**src/rtl/core/psbtgm_pkg.sv**
```systemverilog
`timescale 1ns / 1ps

package psbtgm_pkg;

   localparam logic [15:0] RECORD_LIMIT = 16'hFFFF;
   localparam logic [23:0] MAX_FILE_BYTES_RESET = 24'd65536;

   localparam logic [7:0] MAGIC_0 = 8'h70;
   localparam logic [7:0] MAGIC_1 = 8'h73;
   localparam logic [7:0] MAGIC_2 = 8'h62;
   localparam logic [7:0] MAGIC_3 = 8'h74;
   localparam logic [7:0] MAGIC_4 = 8'hFF;
   localparam logic [2:0] MAGIC_LEN = 3'd5;

   localparam logic [7:0]  CS_PREFIX_16 = 8'hFD;
   localparam logic [7:0]  CS_PREFIX_32 = 8'hFE;
   localparam logic [31:0] CS_MIN_16    = 32'h0000_00FD;
   localparam logic [31:0] CS_MAX_BELOW_32 = 32'h0000_FFFF;
   localparam logic [2:0]  CS_BYTES_16  = 3'd2;
   localparam logic [2:0]  CS_BYTES_32  = 3'd4;

   localparam logic [31:0] COUNT_MAX = 32'hFFFF_FFFF;

   typedef enum logic [2:0] {
      PH_MAGIC   = 3'd0,
      PH_KEYLEN  = 3'd1,
      PH_KEYBODY = 3'd2,
      PH_VALLEN  = 3'd3,
      PH_VALBODY = 3'd4,
      PH_DONE    = 3'd5
   } phase_type;

   typedef enum logic [2:0] {
      ST_OK       = 3'd0,
      ST_EMPTY    = 3'd1,
      ST_TOOLARGE = 3'd2,
      ST_BADMAGIC = 3'd3,
      ST_TRUNC    = 3'd4,
      ST_NONCANON = 3'd5,
      ST_NOTERM   = 3'd6
   } status_type;

   typedef struct packed {
      logic [7:0] byte_value;
      logic       byte_present;
      logic       is_last;
   } req_item_type;

   typedef struct packed {
      status_type  status;
      logic [31:0] total_bytes;
      logic [31:0] map_bytes;
      logic [15:0] record_total;
   } rsp_item_type;

   function automatic logic magic_match(input logic [2:0] idx, input logic [7:0] b);
      logic m;
      case (idx)
         3'd0: m = (b == MAGIC_0);
         3'd1: m = (b == MAGIC_1);
         3'd2: m = (b == MAGIC_2);
         3'd3: m = (b == MAGIC_3);
         3'd4: m = (b == MAGIC_4);
         default: m = 1'b0;
      endcase
      return m;
   endfunction

endpackage

```
**src/rtl/core/psbtgm_parser.sv**
```systemverilog
`timescale 1ns / 1ps

module psbtgm_parser
   import psbtgm_pkg::*;
(
   input  logic         clock,
   input  logic         reset,
   input  logic         step,
   input  req_item_type item,
   input  logic [23:0]  max_file_bytes,
   output rsp_item_type result
);

   phase_type   phase_ff, phase_in;
   logic [2:0]  magic_idx_ff, magic_idx_in;
   logic [2:0]  size_idx_ff, size_idx_in;
   logic [2:0]  size_need_ff, size_need_in;
   logic [31:0] size_acc_ff, size_acc_in;
   logic [31:0] skip_ff, skip_in;
   status_type  verdict_ff, verdict_in;
   logic        latched_ff, latched_in;
   logic [31:0] byte_cnt_ff, byte_cnt_in;
   logic [31:0] map_cnt_ff, map_cnt_in;
   logic [15:0] rec_cnt_ff, rec_cnt_in;

   always_comb begin
      logic [31:0] size_val;
      logic [31:0] acc_next;
      logic [2:0]  idx_next;
      logic        size_ready;
      logic        rec_finish;
      logic [31:0] skip_next;
      status_type  st;

      phase_in     = phase_ff;
      magic_idx_in = magic_idx_ff;
      size_idx_in  = size_idx_ff;
      size_need_in = size_need_ff;
      size_acc_in  = size_acc_ff;
      skip_in      = skip_ff;
      verdict_in   = verdict_ff;
      latched_in   = latched_ff;
      byte_cnt_in  = byte_cnt_ff;
      map_cnt_in   = map_cnt_ff;
      rec_cnt_in   = rec_cnt_ff;
      size_val     = 32'd0;
      acc_next     = size_acc_ff | ({24'd0, item.byte_value} << {size_idx_ff[1:0], 3'b000});
      idx_next     = size_idx_ff + 3'd1;
      size_ready   = 1'b0;
      rec_finish   = 1'b0;
      skip_next    = skip_ff - 32'd1;

      if (item.byte_present) begin
         if (byte_cnt_ff != COUNT_MAX) begin
            byte_cnt_in = byte_cnt_ff + 32'd1;
         end
         if (!latched_ff && phase_ff != PH_DONE) begin
            if (phase_ff == PH_MAGIC) begin
               if (magic_idx_ff >= MAGIC_LEN || !magic_match(magic_idx_ff, item.byte_value)) begin
                  verdict_in = ST_BADMAGIC;
                  latched_in = 1'b1;
               end else begin
                  magic_idx_in = magic_idx_ff + 3'd1;
                  if (magic_idx_in == MAGIC_LEN) begin
                     phase_in = PH_KEYLEN;
                  end
               end
            end else begin
               if (map_cnt_ff != COUNT_MAX) begin
                  map_cnt_in = map_cnt_ff + 32'd1;
               end
               case (phase_ff)
                  PH_KEYLEN, PH_VALLEN: begin
                     if (size_need_ff == 3'd0) begin
                        if (item.byte_value < CS_PREFIX_16) begin
                           size_val   = {24'd0, item.byte_value};
                           size_ready = 1'b1;
                        end else if (item.byte_value == CS_PREFIX_16) begin
                           size_need_in = CS_BYTES_16;
                        end else if (item.byte_value == CS_PREFIX_32) begin
                           size_need_in = CS_BYTES_32;
                        end else begin
                           verdict_in = ST_TOOLARGE;
                           latched_in = 1'b1;
                        end
                     end else begin
                        size_acc_in = acc_next;
                        size_idx_in = idx_next;
                        if (idx_next >= size_need_ff) begin
                           if ((size_need_ff == CS_BYTES_16 && acc_next < CS_MIN_16) ||
                               (size_need_ff == CS_BYTES_32 && acc_next <= CS_MAX_BELOW_32)) begin
                              verdict_in = ST_NONCANON;
                              latched_in = 1'b1;
                           end else begin
                              size_val   = acc_next;
                              size_ready = 1'b1;
                           end
                        end
                     end
                     if (size_ready) begin
                        size_idx_in  = 3'd0;
                        size_need_in = 3'd0;
                        size_acc_in  = 32'd0;
                        if (size_val == 32'd0) begin
                           if (phase_ff == PH_KEYLEN) begin
                              phase_in = PH_DONE;
                           end else begin
                              rec_finish = 1'b1;
                           end
                        end else begin
                           skip_in  = size_val;
                           phase_in = (phase_ff == PH_KEYLEN) ? PH_KEYBODY : PH_VALBODY;
                        end
                     end
                  end
                  PH_KEYBODY: begin
                     skip_in = skip_next;
                     if (skip_next == 32'd0) begin
                        phase_in = PH_VALLEN;
                     end
                  end
                  PH_VALBODY: begin
                     skip_in = skip_next;
                     if (skip_next == 32'd0) begin
                        rec_finish = 1'b1;
                     end
                  end
                  default: begin
                  end
               endcase
               if (rec_finish) begin
                  // record limit reached: latch and hold the phase
                  if (rec_cnt_ff >= RECORD_LIMIT) begin
                     verdict_in = ST_TOOLARGE;
                     latched_in = 1'b1;
                  end else begin
                     rec_cnt_in = rec_cnt_ff + 16'd1;
                     phase_in   = PH_KEYLEN;
                  end
               end
            end
         end
      end

      if (byte_cnt_in == 32'd0) begin
         st = ST_EMPTY;
      end else if (byte_cnt_in > {8'd0, max_file_bytes}) begin
         st = ST_TOOLARGE;
      end else if (latched_in) begin
         st = verdict_in;
      end else if (phase_in == PH_MAGIC) begin
         st = ST_BADMAGIC;
      end else if (phase_in == PH_DONE) begin
         st = ST_OK;
      end else if (phase_in == PH_KEYLEN && size_need_in == 3'd0) begin
         st = ST_NOTERM;
      end else begin
         st = ST_TRUNC;
      end

      result.status       = st;
      result.total_bytes  = byte_cnt_in;
      result.map_bytes    = (st == ST_OK) ? map_cnt_in : 32'd0;
      result.record_total = rec_cnt_in;
   end

   always_ff @(posedge clock) begin
      if (reset || (step && item.is_last)) begin
         phase_ff     <= PH_MAGIC;
         magic_idx_ff <= 3'd0;
         size_idx_ff  <= 3'd0;
         size_need_ff <= 3'd0;
         size_acc_ff  <= 32'd0;
         skip_ff      <= 32'd0;
         verdict_ff   <= ST_OK;
         latched_ff   <= 1'b0;
         byte_cnt_ff  <= 32'd0;
         map_cnt_ff   <= 32'd0;
         rec_cnt_ff   <= 16'd0;
      end else if (step) begin
         phase_ff     <= phase_in;
         magic_idx_ff <= magic_idx_in;
         size_idx_ff  <= size_idx_in;
         size_need_ff <= size_need_in;
         size_acc_ff  <= size_acc_in;
         skip_ff      <= skip_in;
         verdict_ff   <= verdict_in;
         latched_ff   <= latched_in;
         byte_cnt_ff  <= byte_cnt_in;
         map_cnt_ff   <= map_cnt_in;
         rec_cnt_ff   <= rec_cnt_in;
      end
   end

endmodule

```
**src/rtl/core/psbt_global_map_envelope_check.sv**
```systemverilog
`timescale 1ns / 1ps
// Channel   Direction  Payload           Handshake
// req_      in         req_item_type     req_valid / req_ready
// rsp_      out        rsp_item_type     rsp_valid / rsp_ready
// csr_      in         csr_data [23:0]   csr_valid / csr_ready
//
// One beat per cycle unless a last beat is held for rsp_ready: a beat waits in the
// input register, is parsed by the byte walker and, on the last beat of a file, is
// registered in the result register as it advances, and is offered on rsp_ from there.
// Reset clears the walker and loads max_file_bytes with 65536.
// Only last beats wait on rsp_ready; other beats pass while a result stalls.

module psbt_global_map_envelope_check
   import psbtgm_pkg::*;
(
   input  logic         clock,
   input  logic         reset,
   input  logic         req_valid,
   output logic         req_ready,
   input  req_item_type req_item,
   output logic         rsp_valid,
   input  logic         rsp_ready,
   output rsp_item_type rsp_item,
   input  logic         csr_valid,
   output logic         csr_ready,
   input  logic [23:0]  csr_data
);

   logic         in_valid_ff;
   req_item_type in_item_ff;
   logic         out_valid_ff;
   rsp_item_type out_item_ff;
   logic [23:0]  max_bytes_ff;
   logic         advance;
   rsp_item_type result;

   // hold a last beat while the previous result is still waiting
   assign advance   = in_valid_ff && (!in_item_ff.is_last || !out_valid_ff || rsp_ready);
   assign req_ready = !in_valid_ff || advance;
   assign csr_ready = 1'b1;
   assign rsp_valid = out_valid_ff;
   assign rsp_item  = out_item_ff;

   psbtgm_parser u_parser (
      .clock          (clock),
      .reset          (reset),
      .step           (advance),
      .item           (in_item_ff),
      .max_file_bytes (max_bytes_ff),
      .result         (result)
   );

   always_ff @(posedge clock) begin
      if (reset) begin
         in_valid_ff  <= 1'b0;
         out_valid_ff <= 1'b0;
         max_bytes_ff <= MAX_FILE_BYTES_RESET;
      end else begin
         if (req_valid && req_ready) begin
            in_valid_ff <= 1'b1;
         end else if (advance) begin
            in_valid_ff <= 1'b0;
         end
         if (advance && in_item_ff.is_last) begin
            out_valid_ff <= 1'b1;
         end else if (rsp_ready) begin
            out_valid_ff <= 1'b0;
         end
         if (csr_valid && csr_ready) begin
            max_bytes_ff <= csr_data;
         end
      end
   end

   always_ff @(posedge clock) begin
      if (req_valid && req_ready) begin
         in_item_ff <= req_item;
      end
      if (advance && in_item_ff.is_last) begin
         out_item_ff <= result;
      end
   end

   a_last_gives_result: assert property (@(posedge clock) disable iff (reset)
      advance && in_item_ff.is_last |=> out_valid_ff)
      else $error("last beat produced no result");

   a_no_overwrite: assert property (@(posedge clock) disable iff (reset)
      out_valid_ff && !rsp_ready |-> !(advance && in_item_ff.is_last))
      else $error("pending result overwritten");

   a_map_within_file: assert property (@(posedge clock) disable iff (reset)
      out_valid_ff |-> out_item_ff.map_bytes <= out_item_ff.total_bytes)
      else $error("map bytes exceed file bytes");

   a_map_only_ok: assert property (@(posedge clock) disable iff (reset)
      out_valid_ff && out_item_ff.status != ST_OK |-> out_item_ff.map_bytes == 32'd0)
      else $error("map bytes reported on failed file");

   a_ok_has_terminator: assert property (@(posedge clock) disable iff (reset)
      out_valid_ff && out_item_ff.status == ST_OK |-> out_item_ff.map_bytes != 32'd0)
      else $error("ok result without terminator byte");

endmodule
```
**config.mk**
```make
export PLATFORM = sky130hd
export DESIGN_NAME = psbt_global_map_envelope_check
export DESIGN_NICKNAME = d
export VERILOG_FILES = /design/src/rtl/core/psbtgm_pkg.sv /design/src/rtl/core/psbtgm_parser.sv /design/src/rtl/core/psbt_global_map_envelope_check.sv
export SDC_FILE = /design/constraint.sdc
export NUM_CORES = 1
export LEC_CHECK = 0
export ABC_AREA = 1
export BUFFER_PORTS_ARGS = -buffer_cell sky130_fd_sc_hd__buf_2
export CORE_UTILIZATION = 30
export CTS_CLUSTER_SIZE = 30
export DETAILED_ROUTE_END_ITERATION = 16
export GPL_ROUTABILITY_DRIVEN = 0
export PLACE_DENSITY = 0.46
export SYNTH_ARGS = -nofsm -noshare
export SYNTH_HDL_FRONTEND = slang
export SYNTH_SLANG_ARGS = --single-unit
```
**constraint.sdc**
```tcl
create_clock -name clock -period 4.2 [get_ports clock]
set_input_delay 0.63 -clock clock [delete_from_list [all_inputs] [get_ports clock]]
set_output_delay 0.63 -clock clock [all_outputs]
set_load 0.02 [all_outputs]
```
==> out/summary.txt, run 1 <==
Result of the run: finished clean
Number of cells on the worst reg-to-reg path: 26
Worst-skew pair later-pin latency: 0.56 ns
Peak supply drop: 0.322 mV
Post-route standard cell area excluding fillers: 18900 µm²
Vias post-DR: 13800
Buffers from clock root to sink, at most: 3
Total standard cell area after synthesis: 15500 µm²
Source of the worst register-to-register timing path: u_parser.byte_cnt_ff[1]$_SDFFE_PP0P_
Sequential cell area fraction in the yosys report: 42.1%
Max Transition Viols Final: 0
Worst reg2reg setup slack: 0.12 ns
Most numerous cell in the Yosys netlist: nand2_1
Critical path buffer and inverter count: 4
Total power divided by cell area: 373 nW/µm²
Slew of the pin with the lowest slew margin: 1.08 ns
Final setup violation count: 0
Placed cell count: 2847
TritonCTS clock tree: yes
Beginning of the worst hold path: req_item[9]
Register area: 6530 µm²
Largest net degree at the start of global routing: 116
Count of filler cells inserted in the layout: 5288
Post-route fraction of the period consumed by the critical path: 97.2%
Kind of start point of the critical path: flip-flop
Max-slew headroom: 27.7%
Number of clock sinks: 279
Portion of synthesized cell area occupied by the leading cell type: 24.1%
Core region area: 50500 µm²
Num rows: 82
Capture instance of the worst register-to-register path: rsp_item[36]$_SDFFCE_PP0P_
Post-Syn Nets: 2094
Count of flip-flops with a built-in enable after synthesis: 93
Number of standard cells after synthesis: 2017
Number of iterations in the first detailed-routing pass: 5
Peak fanout along the critical path: 6
Post-route non-filler standard cell count: 2917
Total wire length: 44700 µm
Number of warning messages in the yosys log: 0
Fin nets: 2297
Critical Setup Path Class: flip-flop to flip-flop
Kind of capture point of the worst setup path: flip-flop
Width of the die: 229 µm
Routed wire per std cell: 15.3 µm
Inserted Clock Buffers: 35
Vias in the first global route: 13400
Number of input and output port buffers inserted: 123
Placed instance area: 17400 µm²
Dominant synthesized flop cell: dfxtp_1
Count of antenna diodes in the layout: 0
WP data required: 4.51 ns
Area growth, synth to finish: 22.2%
Leakage component of the power: 8.04 nW
Multi-input gate area in the final layout: 7750 µm²
Unrepaired setup endpoints after global routing: true
Floorplan die area: 52500 µm²
Share of cells above drive strength 1: 19.4%
Leading post-synthesis cells by cell area: dfxtp_1 (24%), edfxtp_1 (18%), nand2_1 (8.5%)
Largest delay share family, worst path: simple AND/OR/NAND/NOR gates
Wire length of the first global-routing pass: 71900 µm
DP HPWL: 32700 µm
Worst Hold Path Cells: 1
I/O Pins: 125
Clock root buffer: clkbuf_16
Max-cap check violation count: 0
Count of final hold-check violations: 0
Synth cell count leaders: nand2_1 (351), inv_1 (278), nor2_1 (196)
Highest clock rate: 0.245 GHz
End point of the worst hold path: in_item_ff[9]$_DFFE_PP_
Delay contributed by the slowest stage of the critical path: 0.35 ns
Clock skew after layout: 0.0194 ns
Post-Syn Area per Cell: 7.67 µm²
Count of unresolved DRC violations after routing: 0
Slowest cell on crit path: dfxtp_2
Arrival time of the worst setup path: 4.40 ns
Global route overflow: 0
Via density per instance: 4.74
Synth cell types: 55
Clock-pin slew on the worst setup and hold paths: 0.06 ns
Height of the die: 229 µm
H-tree Lvls: 2
Worst min-delay path class: input port to flip-flop
Share of flip-flops with an asynchronous set or reset: 0%
Post-synthesis register bit count: 279
Total routing usage reported by global routing: 17.0%
Largest area contributor in the netlist: dfxtp_1
Final worst path period need: 4.08 ns
Initial standard-cell utilization of the core: 30.6%
Initial antenna violation count: 0
Residual antenna-violating net count after detailed routing: 0
1st-iter DRT viols: 833
[area by class of cell]
cell class              instances  share of cell area, %
repair buffers                239                   8.31
well taps                     672                   4.45
inverters                     296                   5.88
multi-input cells            1369                   41.0
clock inverters                18                  0.827
clock buffers                  44                   4.98
flip-flops and latches        279                   34.6
[cells by family (layout without fill, tap and decap cells)]
logic type / after synthesis / in the layout / synth area share, %
compound gates: 425 / 425 / 15.6
mux: 1 / 1 / 0.0647
xor+xnor: 92 / 92 / 5.21
fa+ha+maj: 38 / 38 / 3.07
simple gates: 812 / 812 / 24.4
other cells: 1 / 1 / 0.0243
buf+inv: 369 / 597 / 9.56
flops: 279 / 279 / 42.1
[worst register-to-register path, cell delays in order (launching register included)]
cell,delay (ns)
dfxtp_2,0.35
nand3_2,0.09
inv_2,0.09
nand3_4,0.08
nor3_4,0.18
nand3_2,0.14
nor4_4,0.25
nand4_1,0.18
nor2_4,0.18
xor2_2,0.18
inv_2,0.07
ha_4,0.27
nand4_1,0.14
nor4_2,0.30
buf_4,0.16
nand4_1,0.08
nor2_1,0.12
nand2_1,0.07
nand2_2,0.11
nand3_4,0.10
a21oi_2,0.11
nand2_1,0.07
nand2_2,0.09
nor2_4,0.06
nand2_8,0.14
clkbuf_16,0.20
nor2_4,0.03
[registers in the layout, summed over array words and instances (netlist names)]
name                   count
rsp_item                  83
u_parser.byte_cnt_ff      32
u_parser.map_cnt_ff       32
u_parser.size_acc_ff      32
u_parser.skip_ff          32
max_bytes_ff              24
u_parser.rec_cnt_ff       16
in_item_ff                10
u_parser.magic_idx_ff      3
u_parser.phase_ff          3
u_parser.size_idx_ff       3
u_parser.size_need_ff      3
u_parser.verdict_ff        3
in_valid_ff                1
rsp_valid                  1
u_parser.latched_ff        1
[where the power goes]
group | total, W | internal, W | switching [W]
Clock | 0.00295 | 0.00172 | 0.00124
Combinational | 0.00112 | 0.000393 | 0.000723
Sequential | 0.00299 | 0.00290 | 0.0000809
Total | 0.00705 | 0.00501 | 0.00204
[cells in the final DEF, fill, tap and decap left out, types with 3 or more instances in the layout]
cell	instances
clkinv_2	5
o211ai_1	19
nor2_2	15
dfxtp_2	9
xnor2_1	15
nand2_1	344
nor4_1	15
nor2_1	188
nand2_4	3
buf_2	123
nor3_1	31
o22ai_1	8
clkbuf_16	38
inv_1	270
buf_12	4
o21ai_0	160
nand2_2	22
clkbuf_1	7
xor2_2	3
clkinv_1	11
nor3_2	8
o21bai_1	26
o21ai_1	5
a211oi_1	26
ha_1	36
a21oi_4	4
xor2_1	73
edfxtp_1	93
dfxtp_1	176
a21oi_1	157
nand3_2	10
nand4_1	38
inv_2	21
buf_4	110
nand3_1	84
nand3b_1	4
a31oi_1	7
nor2_4	33
and2_1	5
[how the worst max path moves through the flow]
stage / from / to / slack, ns / cells past startpoint
global placement: u_parser.byte_cnt_ff[0]$_SDFFE_PP0P_ / rsp_item[42]$_SDFFCE_PP0P_ / 0.03 / 29
global route: u_parser.byte_cnt_ff[0]$_SDFFE_PP0P_ / rsp_item[36]$_SDFFCE_PP0P_ / -0.21 / 26
detailed placement: u_parser.byte_cnt_ff[0]$_SDFFE_PP0P_ / rsp_item[42]$_SDFFCE_PP0P_ / -0.09 / 27
CTS: u_parser.byte_cnt_ff[8]$_SDFFE_PP0P_ / rsp_item[42]$_SDFFCE_PP0P_ / 0.001 / 28
finish: u_parser.byte_cnt_ff[1]$_SDFFE_PP0P_ / rsp_item[36]$_SDFFCE_PP0P_ / 0.12 / 26
floorplan: u_parser.byte_cnt_ff[0]$_SDFFE_PP0P_ / rsp_item[20]$_SDFFCE_PP0P_ / 0.49 / 30
[routing by layer]
layer	vias up	part of all wire (%)	global-route usage [%]	routed length [µm]
met5	-	0	0	0
met4	0	2.6	5.42	1160
met3	87	4.9	2.99	2200
met2	300	45	27.3	20200
met1	6369	47	23.1	21200
li1	7085	-	-	-
[repair_timing]
action | in CTS | in global routing
gates resized for setup | 10 | 57
pin swaps | 0 | 25
hold buffers | 0 | 0
buffers inserted | 1 | 5
gates cloned | 0 | 2
endpoints found under the setup margin | 32 | 39
[metrics by stage]
step                      total power (W)  hold slack (ns)  worst slack [ns]  setup TNS (ns)  utilization [%]
after floorplan                   0.00374            0.438             0.486               0                -
after global placement            0.00410            0.445            0.0301               0             34.5
after detailed placement          0.00411            0.449           -0.0925           -2.13             34.5
after CTS                         0.00713            0.215           0.00141               0             36.8
after global routing              0.00741            0.228            -0.209           -6.06             37.4
final                             0.00705            0.252             0.117               0             37.4
(Power assumes the default switching activity.)
==> run 2, diff against run 1 <==
CORE_UTILIZATION = 61   (was 30)
PLACE_DENSITY = 0.81   (was 0.46)
==> run 2 against run 1 <==
  * The flow now finishes with violations (negative setup slack)
  * Count of clock-buffer cells in the layout is 3 higher
  * Wire length fell by 8.3%
  * Power down 4.2%
  * Register-to-register slack lost 0.20 ns
  * Die area is 50% lower
  * Critical path type unchanged
  * Critical endpoint is now rsp_item[39]$_SDFFCE_PP0P_
  * Largest power group unchanged
==> out/summary.txt, run 2 (synthesized netlist as in run 1, its figures left out) <==
Result of the run: finished, violations left
Failing checks: negative setup slack
Initial antenna violation count: 0 (unchanged)
Clock root buffer: clkbuf_16
Post-route standard cell area excluding fillers: 18300 µm² (-3.2%)
Initial standard-cell utilization of the core: 62.8% (+32 points)
Max-slew headroom: 26.4% (-1.3 points)
Core region area: 24600 µm² (-51%)
Arrival time of the worst setup path: 4.73 ns (+0.33 ns)
Highest clock rate: 0.233 GHz (-4.7%)
End-of-flow core utilization: 74.4% (+37 points)
Worst min-delay path class: input port to flip-flop
Unrepaired setup endpoints after global routing: true
Largest net degree at the start of global routing: 118 (+1.7%)
Peak supply drop: 0.320 mV (-0.87%)
Kind of start point of the critical path: flip-flop
Slowest cell on crit path: dfxtp_2
Flip-flop count of the largest register after layout: 83 (unchanged)
Peak fanout along the critical path: 8 (+2)
Floorplan die area: 26000 µm² (-50%)
Total wire length: 41000 µm (-8.3%)
Number of cells on the worst reg-to-reg path: 31 (+19%)
Inserted Clock Buffers: 29 (-17%)
I/O Pins: 125 (unchanged)
Clock-pin slew on the worst setup and hold paths: 0.07 ns (about the same)
Number of iterations in the first detailed-routing pass: 8 (+3)
Width of the die: 161 µm (-30%)
H-tree Lvls: 1 (-1)
DP HPWL: 27000 µm (-17%)
Post-route fraction of the period consumed by the critical path: 102% (+4.8 points)
Slew of the pin with the lowest slew margin: 1.10 ns (+0.0121 ns)
Final worst path period need: 4.28 ns (+0.202 ns)
PnR worst setup slack: -0.0848 ns (-0.202 ns)
Beginning of the worst hold path: req_item[3]
Area growth, synth to finish: 18.3%
Post-layout power: 0.00676 W (-4.2%)
Via density per instance: 5.73 (+21%)
Max-cap check violation count: 0 (unchanged)
Worst reg2reg setup slack: -0.08 ns (-0.20 ns)
Final setup violation count: 30 (+30)
Global route overflow: 0 (unchanged)
End point of the worst hold path: in_item_ff[3]$_DFFE_PP_
Worst-skew pair later-pin latency: 0.58 ns (+0.02 ns)
Number of input and output port buffers inserted: 123 (unchanged)
Residual antenna-violating net count after detailed routing: 0 (unchanged)
Most Frequent Cell on Critical Path: nand2_1
Max Transition Viols Final: 0 (unchanged)
Total routing usage reported by global routing: 30.1% (+13 points)
Leakage component of the power: 7.89 nW (-1.9%)
Leading cell type in the layout, fill and taps excluded: nand2_1
Routed wire per std cell: 16.2 µm (+5.6%)
Clock skew after layout: 0.0228 ns (+0.00344 ns)
Source of the worst register-to-register timing path: u_parser.byte_cnt_ff[7]$_SDFFE_PP0P_
Fin nets: 2263 (-1.5%)
1st-iter DRT viols: 1388 (+67%)
Number of clock sinks: 279 (unchanged)
Height of the die: 161 µm (-30%)
Hold buffers post-CTS: 0 (unchanged)
Buffers from clock root to sink, at most: 3 (unchanged)
Capture instance of the worst register-to-register path: rsp_item[39]$_SDFFCE_PP0P_
WP data required: 4.64 ns (+0.13 ns)
Post-route non-filler standard cell count: 2533 (-13%)
Worst Hold Path Cells: 1 (unchanged)
Placed instance area: 16500 µm² (-5.5%)
Count of final hold-check violations: 0 (unchanged)
Vias in the first global route: 13600 (+1.9%)
Wire length of the first global-routing pass: 64600 µm (-10%)
Total power divided by cell area: 369 nW/µm² (-1.0%)
Vias post-DR: 14500 (+4.9%)
Num rows: 57 (-30%)
TritonCTS clock tree: yes
Placed cell count: 2431 (-15%)
Kind of capture point of the worst setup path: flip-flop
Delay contributed by the slowest stage of the critical path: 0.45 ns (+0.10 ns)
Share of cells above drive strength 1: 19.0% (-0.41 points)
Critical Setup Path Class: flip-flop to flip-flop
Count of antenna diodes in the layout: 0 (unchanged)
Most used cells in the layout excluding fill and tap cells: nand2_1 (341), inv_1 (269), nor2_1 (184), dfxtp_1 (177), o21ai_0 (160)
Count of unresolved DRC violations after routing: 0 (unchanged)
==> run 2: changes by cell type in the layout (fill, tap and decap cells not counted), moves of 4 or more <==
cell       change
clkbuf_16      -7
clkbuf_8       +4
nor2_1         -4
clkbuf_1       +4
clkinv_1       -7
buf_6          +4
buf_4         -33
xor2_1         -5
xor2_2         +5
==> run 2: power breakdown <==
part	leakage [nW]	internal [W]	total [W]	switching [W]
Clock	0.485	0.00157	0.00265	0.00108
Sequential	2.39	0.00290	0.00299	0.0000866
Combinational	5.02	0.000392	0.00112	0.000731
==> run 2: stage by stage <==
step	setup TNS (ns)	worst slack (ns)	hold WS (ns)
6_report	-2.09	-0.0848	0.245
5_1_grt	-7.65	-0.264	0.228
4_1_cts	-0.0831	-0.0150	0.226
3_5_place_dp	-7.63	-0.288	0.449
3_3_place_gp	-1.14	-0.0623	0.444
2_1_floorplan	0	0.486	0.438
==> run 2: worst max-delay path: cells and delay by family (launching register included) <==
kind | cells | cell delay (ns)
AND/OR/NAND/NOR | 21 | 2.29
adder cells (fa/ha/maj) | 1 | 0.31
flip-flops | 1 | 0.45
buffers and inverters | 5 | 0.63
XOR/XNOR | 1 | 0.24
AO/OA/AOI/OAI | 3 | 0.22
==> run 2: cell type report <==
type | instances | area (µm²)
inverters | 296 | 1120
multi-input cells | 1369 | 7860
clock inverters | 7 | 100
flip-flops and latches | 279 | 6530
well taps | 324 | 405
repair buffers | 211 | 1390
fillers | 1790 | 6310
clock buffers | 47 | 886
==> run 2: repair_timing <==
action,CTS,global route
cloned,2,0
buffers inserted,28,18
pin swaps,22,33
setup endpoints to repair,32,33
gates resized for setup,36,61
==> run 2: worst max-delay path by stage <==
stage | cells past startpoint | startpoint | end
3_5_place_dp | 25 | u_parser.byte_cnt_ff[0]$_SDFFE_PP0P_ | rsp_item[33]$_SDFFCE_PP0P_
4_1_cts | 26 | u_parser.byte_cnt_ff[0]$_SDFFE_PP0P_ | rsp_item[33]$_SDFFCE_PP0P_
2_1_floorplan | 30 | u_parser.byte_cnt_ff[0]$_SDFFE_PP0P_ | rsp_item[20]$_SDFFCE_PP0P_
6_report | 31 | u_parser.byte_cnt_ff[7]$_SDFFE_PP0P_ | rsp_item[39]$_SDFFCE_PP0P_
3_3_place_gp | 28 | u_parser.byte_cnt_ff[0]$_SDFFE_PP0P_ | rsp_item[33]$_SDFFCE_PP0P_
5_1_grt | 29 | u_parser.byte_cnt_ff[1]$_SDFFE_PP0P_ | rsp_item[45]$_SDFFCE_PP0P_
==> run 2: layer usage <==
layer / share of wire [%] / wire (µm) / global-route usage (%)
met1: 41 / 16600 / 37.6
met2: 49 / 19900 / 53.0
met3: 6.4 / 2610 / 3.31
met4: 4.5 / 1850 / 12.3
met5: 0 / 0 / 0
==> run 3, diff against run 2 <==
CORE_UTILIZATION = 65   (was 61)
CTS_CLUSTER_DIAMETER = 120   (was unset)
PLACE_DENSITY = 0.86   (was 0.81)
clock period = 5.1 ns   (was 4.2 ns; I/O delays follow)
==> run 3 against run 2 <==
  * The flow now finishes without violations
  * Maximum frequency shrank 9.1%
  * Count of clock-buffer cells in the layout shrank 27
  * Hold slack gained 0.19 ns
  * Sequential share of layout area grew 3.4 points
  * Core utilization shrank 3.2 points
  * First-iteration DRC count shrank 5.5%
  * Design area shrank 8.9%
  * Via count shrank 4.8%
  * Largest cell class unchanged
==> out/summary.txt, run 3 (synthesized netlist as in run 1, its figures left out) <==
1st-iter DRT viols: 1311 (-5.5%)
Peak supply drop: 0.275 mV (-14%)
Count of filler cells inserted in the layout: 1905 (+6.4%)
Post-route standard cell area excluding fillers: 16700 µm² (-8.9%)
Width of the die: 156 µm (-3.1%)
Post-route fraction of the period consumed by the critical path: 92.5% (-9.5 points)
Hold buffers post-CTS: 0 (unchanged)
Count of final hold-check violations: 0 (unchanged)
Area growth, synth to finish: 7.76%
Setup TNS: 0 ns (+2.09 ns)
Kind of capture point of the worst setup path: flip-flop
Worst min-delay path class: input port to flip-flop
Placed cell count: 2401 (-1.2%)
Clock skew after layout: 0.0265 ns (+0.00364 ns)
Peak fanout along the critical path: 18 (+10)
Met1 layer usage reported by global route: 38.4% (+0.80 points)
Total wire length: 36800 µm (-10%)
Max-slew headroom: 27.7% (+1.2 points)
Critical path buffer and inverter count: 4 (-1)
Highest clock rate: 0.212 GHz (-9.1%)
Number of clock sinks: 279 (unchanged)
Max-cap check violation count: 0 (unchanged)
Floorplan die area: 24400 µm² (-6.1%)
Vias post-DR: 13800 (-4.8%)
Leading cell type in the layout, fill and taps excluded: nand2_1
Count of antenna diodes in the layout: 0 (unchanged)
Initial antenna violation count: 0 (unchanged)
Worst hold margin: 0.435 ns (+0.190 ns)
Count of unresolved DRC violations after routing: 0 (unchanged)
Total routing usage reported by global routing: 30.0% (-0.12 points)
Fin nets: 2174 (-3.9%)
Post-route non-filler standard cell count: 2422 (-4.4%)
Clock root buffer: clkbuf_16
Share of cells above drive strength 1: 11.7% (-7.3 points)
Initial standard-cell utilization of the core: 66.1% (+3.2 points)
Via density per instance: 5.70 (-0.49%)
Largest delay share family, worst path: simple AND/OR/NAND/NOR gates
Inserted Clock Buffers: 13 (-55%)
Height of the die: 156 µm (-3.1%)
WP data required: 5.47 ns (+0.83 ns)
Most used cells in the layout excluding fill and tap cells: nand2_1 (350), inv_1 (276), nor2_1 (195), dfxtp_1 (186), o21ai_0 (161)
H-tree Lvls: 1 (unchanged)
Buffers from clock root to sink, at most: 3 (unchanged)
Kind of start point of the critical path: flip-flop
Final setup violation count: 0 (-100%)
Worst-skew pair later-pin latency: 0.50 ns (-0.08 ns)
Met3 global-route usage: 2.74% (-0.57 points)
Total power divided by cell area: 267 nW/µm² (-28%)
DP HPWL: 26900 µm (-0.50%)
Worst reg2reg setup slack: 0.38 ns (+0.47 ns)
Routed wire per std cell: 15.2 µm (-6.3%)
Final worst path period need: 4.72 ns (+0.432 ns)
TritonCTS clock tree: yes
Delay contributed by the slowest stage of the critical path: 0.43 ns (-0.02 ns)
Core region area: 23400 µm² (-4.9%)
Flip-flop count of the largest register after layout: 83 (unchanged)
Number of input and output port buffers inserted: 123 (unchanged)
Num rows: 56 (-1.8%)
Clock-pin slew on the worst setup and hold paths: 0.11 ns (+0.04 ns)
Slew of the pin with the lowest slew margin: 1.08 ns (-0.0126 ns)
Most Frequent Cell on Critical Path: nand2_1
Number of iterations in the first detailed-routing pass: 5 (-3)
Global route overflow: 0 (unchanged)
Max Transition Viols Final: 0 (unchanged)
Residual antenna-violating net count after detailed routing: 0 (unchanged)
Wire length of the first global-routing pass: 59900 µm (-7.3%)
Leakage component of the power: 7.10 nW (-10%)
Result of the run: finished clean
Most congested layer reported by global routing: met2
Unrepaired setup endpoints after global routing: false
Largest net degree at the start of global routing: 118 (unchanged)
Critical Setup Path Class: flip-flop to flip-flop
Global-route track usage on met2: 52.5% (-0.55 points)
Placed instance area: 16300 µm² (-1.3%)
I/O Pins: 125 (unchanged)
Arrival time of the worst setup path: 5.08 ns (+0.35 ns)
Slowest cell on crit path: dfxtp_1
Vias in the first global route: 12800 (-6.2%)
[run 3: changes by cell type in the layout (fill, tap and decap cells not counted), moves of 9 or more]
cell	previous run	this run
buf_4	77	13
clkbuf_16	31	13
dfxtp_1	177	186
nand2_1	341	350
nand2_2	25	16
nor2_1	184	195
[run 3: final cells by class]
type / count / area [µm²] / share of cell area (%)
inverters: 296 / 1110 / 6.68
multi-input cells: 1369 / 7500 / 45.0
flip-flops and latches: 279 / 6520 / 39.1
clock inverters: 1 / 30.0 / 0.180
clock buffers: 20 / 352 / 2.11
well taps: 319 / 399 / 2.40
repair buffers: 138 / 753 / 4.52
[run 3: worst paths after layout]
path / endpoint / start / cells past startpoint
hold reg to reg: u_parser.size_acc_ff[28]$_SDFFE_PP0P_ / u_parser.size_acc_ff[28]$_SDFFE_PP0P_ / 2
setup / recovery: rsp_item[39]$_SDFFCE_PP0P_ / u_parser.byte_cnt_ff[11]$_SDFFE_PP0P_ / 26
hold / removal: in_valid_ff$_SDFFE_PP0P_ / reset / 2
setup reg to reg: rsp_item[39]$_SDFFCE_PP0P_ / u_parser.byte_cnt_ff[11]$_SDFFE_PP0P_ / 26
[run 3: routing by layer]
layer,share of wire (%),wire (µm)
met5,0,0
met4,3.5,1290
met3,5.9,2170
met2,48,17800
met1,42,15500
[run 3: metrics by stage]
step / util (%) / setup slack (ns) / total power (W)
floorplan: - / 1.39 / 0.00308
global placement: 69.5 / 0.418 / 0.00324
detailed placement: 69.5 / 0.301 / 0.00327
CTS: 71.1 / 0.270 / 0.00444
global route: 71.2 / 0.00276 / 0.00463
finish: 71.2 / 0.384 / 0.00444
[run 3: power breakdown]
part           internal (W)  switching [W]
clock network      0.000497       0.000708
registers           0.00239      0.0000737
logic              0.000243       0.000535
[run 3: what timing repair did]
item,in CTS,in global routing
gates resized for setup,0,2
setup endpoints to repair,0,20
buffers inserted,0,0
